--- config.mk ---
export PLATFORM = sky130hd
export DESIGN_NAME = integer_to_ascii_formatter
export DESIGN_NICKNAME = d
export VERILOG_FILES = /design/src/rtl/i2a_pkg.sv /design/src/rtl/integer_to_ascii_formatter.sv
export SDC_FILE = /design/constraint.sdc
export NUM_CORES = 2
export LEC_CHECK = 0
export BUFFER_PORTS_ARGS = -buffer_cell sky130_fd_sc_hd__buf_2
export CORE_ASPECT_RATIO = 1.1
export CORE_UTILIZATION = 55
export CTS_CLUSTER_SIZE = 30
export DETAILED_ROUTE_END_ITERATION = 10
export PLACE_DENSITY_LB_ADDON = 0.12
export SKIP_CTS_REPAIR_TIMING = 1
export SYNTH_ARGS = -nofsm -noshare
export SYNTH_HDL_FRONTEND = slang
export SYNTH_SLANG_ARGS = --single-unit
--- constraint.sdc ---
create_clock -name clk -period 19 [get_ports clk]
set_input_delay 0.95 -clock clk [delete_from_list [all_inputs] [get_ports clk]]
set_output_delay 0.95 -clock clk [all_outputs]
set_load 0.1 [all_outputs]
--- src/rtl/i2a_pkg.sv ---
// Shared constants, control word type and microcode table of the integer to ASCII formatter.
// Depends on nothing; imported by rtl/integer_to_ascii_formatter.sv.
package i2a_pkg;

	localparam int CMD_W = 3;

	localparam logic [CMD_W-1:0] CMD_SDEC = 3'd0;
	localparam logic [CMD_W-1:0] CMD_UDEC = 3'd1;
	localparam logic [CMD_W-1:0] CMD_HEXL = 3'd2;
	localparam logic [CMD_W-1:0] CMD_HEXU = 3'd3;
	localparam logic [CMD_W-1:0] CMD_PTR  = 3'd4;

	localparam logic [7:0] ASCII_ZERO  = 8'h30;
	localparam logic [7:0] ASCII_LOWA  = 8'h61;
	localparam logic [7:0] ASCII_UPA   = 8'h41;
	localparam logic [7:0] ASCII_MINUS = 8'h2d;
	localparam logic [7:0] ASCII_X     = 8'h78;

	// Reciprocal of ten for 32-bit values: q = (x * RECIP10) >> RECIP_SH.
	localparam logic [31:0] RECIP10  = 32'hCCCC_CCCD;
	localparam int          RECIP_SH = 35;
	localparam logic [3:0]  DEC_BASE = 4'd10;

	// Microcode step addresses.
	localparam int STEP_W = 3;
	localparam logic [STEP_W-1:0] S_WAIT = 3'd0;
	localparam logic [STEP_W-1:0] S_DISP = 3'd1;
	localparam logic [STEP_W-1:0] S_DMUL = 3'd2;
	localparam logic [STEP_W-1:0] S_DDIG = 3'd3;
	localparam logic [STEP_W-1:0] S_HDIG = 3'd4;
	localparam logic [STEP_W-1:0] S_LEN  = 3'd5;
	localparam logic [STEP_W-1:0] S_EMIT = 3'd6;

	// Datapath operations.
	localparam int OP_W = 3;
	localparam logic [OP_W-1:0] OP_LOAD = 3'd0;
	localparam logic [OP_W-1:0] OP_NOP  = 3'd1;
	localparam logic [OP_W-1:0] OP_MUL  = 3'd2;
	localparam logic [OP_W-1:0] OP_DDIG = 3'd3;
	localparam logic [OP_W-1:0] OP_HDIG = 3'd4;
	localparam logic [OP_W-1:0] OP_LEN  = 3'd5;
	localparam logic [OP_W-1:0] OP_EMIT = 3'd6;

	// Branch conditions.
	localparam int COND_W = 3;
	localparam logic [COND_W-1:0] C_ALWAYS = 3'd0;
	localparam logic [COND_W-1:0] C_GO     = 3'd1;
	localparam logic [COND_W-1:0] C_HEX    = 3'd2;
	localparam logic [COND_W-1:0] C_MORE   = 3'd3;
	localparam logic [COND_W-1:0] C_DONE   = 3'd4;

	typedef struct packed {
		logic [OP_W-1:0]   op;
		logic [COND_W-1:0] cond;
		logic [STEP_W-1:0] target_t;
		logic [STEP_W-1:0] target_f;
	} ctrl_word_t;

	// The program: one control word per step, taken branch first.
	function automatic ctrl_word_t ucode(input logic [STEP_W-1:0] step);
		ctrl_word_t cw;
		unique case (step)
			S_WAIT:  cw = '{OP_LOAD, C_GO,     S_DISP, S_WAIT};
			S_DISP:  cw = '{OP_NOP,  C_HEX,    S_HDIG, S_DMUL};
			S_DMUL:  cw = '{OP_MUL,  C_ALWAYS, S_DDIG, S_DDIG};
			S_DDIG:  cw = '{OP_DDIG, C_MORE,   S_DMUL, S_LEN};
			S_HDIG:  cw = '{OP_HDIG, C_MORE,   S_HDIG, S_LEN};
			S_LEN:   cw = '{OP_LEN,  C_ALWAYS, S_EMIT, S_EMIT};
			S_EMIT:  cw = '{OP_EMIT, C_DONE,   S_WAIT, S_EMIT};
			default: cw = '{OP_NOP,  C_ALWAYS, S_WAIT, S_WAIT};
		endcase
		return cw;
	endfunction

	function automatic logic [7:0] digit_char(input logic [3:0] d, input logic upper);
		logic [7:0] c;
		if (d < DEC_BASE) begin
			c = ASCII_ZERO + {4'd0, d};
		end else if (upper) begin
			c = ASCII_UPA + {4'd0, d - DEC_BASE};
		end else begin
			c = ASCII_LOWA + {4'd0, d - DEC_BASE};
		end
		return c;
	endfunction

endpackage

--- src/rtl/integer_to_ascii_formatter.sv ---
// Top level of the integer to ASCII formatter: microcoded sequencer and its datapath.
// Depends on rtl/i2a_pkg.sv for the control word type, the program table and the codes.

// Each input transfer carries a command and a number and yields its text as a run of output
// transfers, one ASCII character each, most significant first: signed or unsigned 32-bit
// decimal, lowercase or uppercase 32-bit hex, or a pointer of POINTER_BITS bits as "0x" and
// lowercase hex. Every character carries the run length and a last mark. An item with an
// unknown command is taken and produces nothing. One item is worked at a time. An item is
// taken in the wait step and dispatched in the dispatch step; each decimal digit then takes
// a multiply step (a 32 by 32 reciprocal multiply) and a digit step (a remainder and digit
// push), each hex digit a single step, a length step sizes the run, and the emit step sends
// one character per cycle while the output side keeps up. The last character sits in an
// output register, so the next item is taken while it waits.
module integer_to_ascii_formatter #(
	parameter int POINTER_BITS = 64
) (
	input  logic                     clk,
	input  logic                     arst_n,
	input  logic                     in_valid,
	output logic                     in_ready,
	input  logic [i2a_pkg::CMD_W-1:0] command,
	input  logic [63:0]              number,
	output logic                     out_valid,
	input  logic                     out_ready,
	output logic [7:0]               character,
	output logic [4:0]               text_length,
	output logic                     last
);
	import i2a_pkg::*;

	// The magnitude register must hold a 32-bit value or a full pointer.
	localparam int MAG_W = (POINTER_BITS > 32) ? POINTER_BITS : 32;
	// Digit buffer: ten decimal digits, or one hex digit per pointer nibble.
	localparam int HEX_N = (MAG_W + 3) / 4;
	localparam int DIG_N = (HEX_N > 10) ? HEX_N : 10;
	localparam int BUF_W = DIG_N * 4;
	localparam int NDIG_W = $clog2(DIG_N + 1);

	// Sequencer state.
	logic [STEP_W-1:0] step_q;
	ctrl_word_t        cw;
	logic              taken;

	// Datapath registers.
	logic [CMD_W-1:0]  cmd_q;
	logic              neg_q;
	logic [MAG_W-1:0]  mag_q;
	logic [63:0]       prod_q;
	logic [BUF_W-1:0]  buf_q;
	logic [NDIG_W-1:0] ndig_q;
	logic [15:0]       pre_q;
	logic [1:0]        pre_cnt_q;
	logic [4:0]        len_q;
	logic [4:0]        remain_q;

	// Output register.
	logic              out_valid_q;
	logic [7:0]        char_q;
	logic [4:0]        tlen_q;
	logic              last_q;

	logic              go;
	logic              slot_free;
	logic              more;
	logic [28:0]       quot;
	logic [31:0]       quot10;
	logic [31:0]       rem_full;
	logic [3:0]        dec_digit;
	logic [31:0]       low32;
	logic [31:0]       low32_neg;
	logic [7:0]        emit_char;
	logic [1:0]        pre_len;

	assign cw = ucode(step_q);

	// The input side is open only in the waiting step; unknown commands are taken and dropped.
	assign in_ready  = (cw.op == OP_LOAD);
	assign go        = in_valid && in_ready && (command <= CMD_PTR);
	assign slot_free = !out_valid_q || out_ready;

	// Divide by ten from the registered reciprocal product.
	assign quot      = prod_q[63:RECIP_SH];
	assign quot10    = {quot[28:0], 3'b000} + {2'b00, quot[28:0], 1'b0};
	assign rem_full  = mag_q[31:0] - quot10;
	assign dec_digit = rem_full[3:0];

	// A decimal step continues while the quotient is nonzero, a hex step while nibbles remain.
	assign more = (cw.op == OP_DDIG) ? (quot != '0) : (mag_q[MAG_W-1:4] != '0);

	assign low32     = number[31:0];
	assign low32_neg = 32'd0 - low32;

	// Prefix characters go first, then digits from the low end of the buffer.
	assign emit_char = (pre_cnt_q != 2'd0) ? pre_q[15:8]
	                 : digit_char(buf_q[3:0], cmd_q == CMD_HEXU);

	assign pre_len = (cmd_q == CMD_PTR) ? 2'd2 : (neg_q ? 2'd1 : 2'd0);

	always_comb begin
		unique case (cw.cond)
			C_ALWAYS: taken = 1'b1;
			C_GO:     taken = go;
			C_HEX:    taken = (cmd_q != CMD_SDEC) && (cmd_q != CMD_UDEC);
			C_MORE:   taken = more;
			C_DONE:   taken = slot_free && (remain_q == 5'd1);
			default:  taken = 1'b0;
		endcase
	end

	always_ff @(posedge clk or negedge arst_n) begin
		if (!arst_n) begin
			step_q <= S_WAIT;
		end else begin
			step_q <= taken ? cw.target_t : cw.target_f;
		end
	end

	// Datapath, driven by the operation field of the current control word.
	always_ff @(posedge clk) begin
		unique case (cw.op)
			OP_LOAD: begin
				if (go) begin
					cmd_q  <= command;
					neg_q  <= (command == CMD_SDEC) && low32[31];
					ndig_q <= '0;
					if (command == CMD_PTR) begin
						mag_q <= MAG_W'(number[POINTER_BITS-1:0]);
					end else if ((command == CMD_SDEC) && low32[31]) begin
						mag_q <= MAG_W'(low32_neg);
					end else begin
						mag_q <= MAG_W'(low32);
					end
				end
			end
			OP_MUL: begin
				prod_q <= mag_q[31:0] * RECIP10;
			end
			OP_DDIG: begin
				buf_q  <= {buf_q[BUF_W-5:0], dec_digit};
				mag_q  <= MAG_W'(quot);
				ndig_q <= ndig_q + NDIG_W'(1);
			end
			OP_HDIG: begin
				buf_q  <= {buf_q[BUF_W-5:0], mag_q[3:0]};
				mag_q  <= mag_q >> 4;
				ndig_q <= ndig_q + NDIG_W'(1);
			end
			OP_LEN: begin
				len_q     <= 5'(ndig_q) + {3'd0, pre_len};
				remain_q  <= 5'(ndig_q) + {3'd0, pre_len};
				pre_cnt_q <= pre_len;
				pre_q     <= (cmd_q == CMD_PTR) ? {ASCII_ZERO, ASCII_X} : {ASCII_MINUS, 8'h00};
			end
			OP_EMIT: begin
				if (slot_free) begin
					remain_q <= remain_q - 5'd1;
					if (pre_cnt_q != 2'd0) begin
						pre_q     <= {pre_q[7:0], 8'h00};
						pre_cnt_q <= pre_cnt_q - 2'd1;
					end else begin
						buf_q <= buf_q >> 4;
					end
				end
			end
			default: begin
			end
		endcase
	end

	// Output register: loaded by an emit step when empty or being drained.
	always_ff @(posedge clk or negedge arst_n) begin
		if (!arst_n) begin
			out_valid_q <= 1'b0;
		end else if ((cw.op == OP_EMIT) && slot_free) begin
			out_valid_q <= 1'b1;
		end else if (out_ready) begin
			out_valid_q <= 1'b0;
		end
	end

	always_ff @(posedge clk) begin
		if ((cw.op == OP_EMIT) && slot_free) begin
			char_q <= emit_char;
			tlen_q <= len_q;
			last_q <= (remain_q == 5'd1);
		end
	end

	assign out_valid   = out_valid_q;
	assign character   = char_q;
	assign text_length = tlen_q;
	assign last        = last_q;

endmodule

==> results.sh <==
export IMPL_run_status="finished, final reports clean"
export IMPL_synth_edff_count=197
export IMPL_yosysMostFrequentCell="inv_1"
export IMPL_ff2ff_setup_slack_ns=10.79
export IMPL_ys_dominant_reg_cell="edfxtp_1"
export IMPL_area_fraction_in_compound_gates_after_synthesis_pct=11.1
export IMPL_synth_fa_ha_area_share_pct=46.9
export IMPL_post_route_min_period_ns=8.21
export IMPL_gp_congestion=1.08
export IMPL_critical_path_reg2reg_endpoint="prod_q[62]"
export IMPL_die_y_um=233
export IMPL_cts_inserted_buffers=23
export IMPL_post_synth_and_or_nand_nor_area_fraction_pct=6.10
export IMPL_type_of_the_worst_setup_path="reg -> reg"
export IMPL_finalSetupTns_ns=0
export IMPL_dr_first_iter_drc_count=1149
export IMPL_max_slew_margin_rel_pct=29.2
export IMPL_crit_fanout=10
export IMPL_post_synth_main_area_contributors="fa_1 (29%), edfxtp_1 (22%), ha_1 (18%), inv_1 (8.4%), a22o_1 (2.8%)"
export IMPL_cp_required_ns=19.32
export IMPL_signed_area_change_from_the_synthesized_netlist_to_the_final_layout_pct=6.85
export IMPL_antenna_found_initial=2
export IMPL_max_cap_violations=0
export IMPL_grt_pass1_vias=19389
export IMPL_unrepaired_setup_endpoints_after_global_routing="no"
export IMPL_cp_endpoint_kind="flop"
export IMPL_groute_usage_overall_pct=33.2
export IMPL_kind_of_start_point_of_the_critical_path="flop"
export IMPL_post_synth_instance_area_sq_mm=0.0267
export IMPL_layout_nets=3382
export IMPL_post_route_period_util_pct=43.2
export IMPL_yosys_warnings=0
export IMPL_post_synth_num_cell_types=80
export IMPL_post_route_cells_drive_above_1_share_pct=6.13
export IMPL_dr_pass1_iters=5
export IMPL_syn_avg_cell_area_sq_um=10.7
export IMPL_initial_utilization_pct=55.7
export IMPL_wl_um=79200
export IMPL_critPathArrivalTime_ns=8.53
export IMPL_place_hpwl_um=68800
export IMPL_timing_hold_violations_final=0
export IMPL_wl_per_cell_um=24.7
export IMPL_floorplan_rows=84
export IMPL_place_port_buffers=85
export IMPL_h_tree_depth=1
export IMPL_clk_insertion_delay_late_ns=0.55
export IMPL_reg2reg_from="mag_q[5]"
export IMPL_seq_area_frac_synth_pct=22.6
export IMPL_yosys_register_bits=201
export IMPL_via_count=18422
export IMPL_synth_area_mux_share_pct=0.117
export IMPL_placeableCoreArea_sq_mm=0.0478
export IMPL_numClockSinks=201
export IMPL_hold_class="in -> async"
export IMPL_post_drt_via_cell_ratio=5.74
export IMPL_remaining_drc_errors=0
export IMPL_tritoncts_clock_tree="built"
export IMPL_route_antenna_remaining_nets=0
export IMPL_synth_top_cells_by_count="inv_1 (598), fa_1 (388), ha_1 (378)"
export IMPL_finalSetupViolCount=0
export IMPL_cts_clk_slew_worst_paths_ns=0.07
export IMPL_worst_slew_pin_slew_ns=1.06
export IMPL_grt_max_degree=71
export IMPL_clock_tree_buffer_depth=3
export IMPL_worstRegToRegCells=21
export IMPL_post_synth_xor_area_fraction_pct=3.84
export IMPL_grt_pass1_wl_um=119000
export IMPL_timing_max_transition_violations_final=0
export IMPL_num_fill_cells=4138
export IMPL_synth_cells=2487
export IMPL_die_area_sq_mm=0.0494
export IMPL_combinational_family_with_the_most_area_after_synthesis="adder cells"
export IMPL_clock_skew_final_ns=0.0182
export IMPL_fmax_mhz=122
export IMPL_async_reset_ff_share_pct=1.99
export IMPL_synth_top_area_share_pct=29.1
export IMPL_ports=87
export IMPL_synth_nets=3324
export IMPL_cts_root_buf="clkbuf_16"
export IMPL_overflow=0
export IMPL_synth_largest_area_cell="fa_1"
export IMPL_die_w_um=212
## flip-flops by register name, summed over array words and instances (netlist names), 3 cells and up
register and count:
buf_q 64, character 7, cmd_q 3, len_q 5, mag_q 64, ndig_q 5, pre_q 6, prod_q 29
remain_q 5, step_q 3, text_length 5
## metal layers
metal | share of wire [%] | GRT usage, % | up-vias
met2 | 49 | 55.0 | 589
li1 | - | - | 8349
met3 | 5.9 | 5.56 | 155
met5 | 0.051 | 0 | -
met4 | 5.1 | 14.5 | 6
met1 | 40 | 42.9 | 9323
## per-stage QoR
stage | instances | hold WS, ns | cell area [sq um] | utilization (%) | setup WS (ns)
floorplan | 2487 | 0.400 | 26700 | - | 12.06
global placement | 3165 | 0.405 | 27700 | 58.0 | 10.83
detailed placement | 3165 | 0.415 | 27700 | 58.0 | 10.91
CTS | 3206 | 0.197 | 28500 | 59.6 | 10.86
global route | 3207 | 0.199 | 28500 | 59.6 | 10.45
finish | 3207 | 0.218 | 28500 | 59.6 | 10.79
## worst max-delay path by stage
stage	startpoint	end	slack [ns]	cells after the start
after floorplan	mag_q[7]	prod_q[56]	12.06	22
after global placement	mag_q[5]	prod_q[62]	10.83	21
after detailed placement	mag_q[5]	prod_q[62]	10.91	21
after CTS	mag_q[5]	prod_q[62]	10.86	21
after global routing	mag_q[7]	prod_q[62]	10.45	20
final	mag_q[5]	prod_q[62]	10.79	21
## cells by family after synthesis
kind of cell             count (synthesis)
adder cells (fa/ha/maj)                766
buffers and inverters                  659
AO/OA/AOI/OAI                          428
AND/OR/NAND/NOR                        312
flip-flops                             201
XOR/XNOR                               117
multiplexers                             3
other                                    1
## layout by cell type, fill, tap and decap left out, types with 7 or more instances in the layout
cell type / instances
a22o_1: 85
clkbuf_16: 23
o21ai_0: 78
nor2b_1: 9
buf_2: 85
xor2_1: 66
a21o_1: 49
nand4_1: 21
fa_1: 388
o211ai_1: 8
inv_1: 598
edfxtp_1: 197
nor2_1: 56
and2_1: 22
a31oi_1: 8
a211oi_1: 9
nand2_1: 95
xnor2_1: 51
and3_1: 12
nand3_1: 18
a21oi_1: 87
o21ai_1: 7
a22oi_1: 33
nor3_1: 17
ha_1: 378
nor4_1: 13
buf_4: 9
## layout make-up
cell class / instances / area, sq um / area share (%)
sequential: 201 / 6020 / 21.1
clock inverter: 15 / 149 / 0.523
tap: 645 / 807 / 2.83
inverter: 598 / 2240 / 7.88
multi-input combinational: 1627 / 18200 / 63.8
antenna: 1 / 2.50 / 0.00879
timing repair buffer: 94 / 493 / 1.73
clock buffer: 26 / 587 / 2.06
## worst max-delay path, cell delays in order (launching register included)
cell	delay (ns)
edfxtp_1	0.68
inv_1	0.10
ha_1	0.47
xor2_1	0.59
xor2_1	0.25
fa_1	0.49
fa_1	0.64
fa_1	0.47
fa_1	0.46
fa_1	0.49
inv_1	0.05
fa_1	0.47
inv_1	0.04
ha_1	0.49
nand2_1	0.15
nor3_2	0.31
nand3_1	0.22
or4_1	0.53
o221a_2	0.38
o32ai_1	0.29
nor3_1	0.09
a2111oi_2	0.32
Power is left out: the tool's default activity adds up to more than one toggle a clock period on the data nets, which glitch-free logic cannot reach.
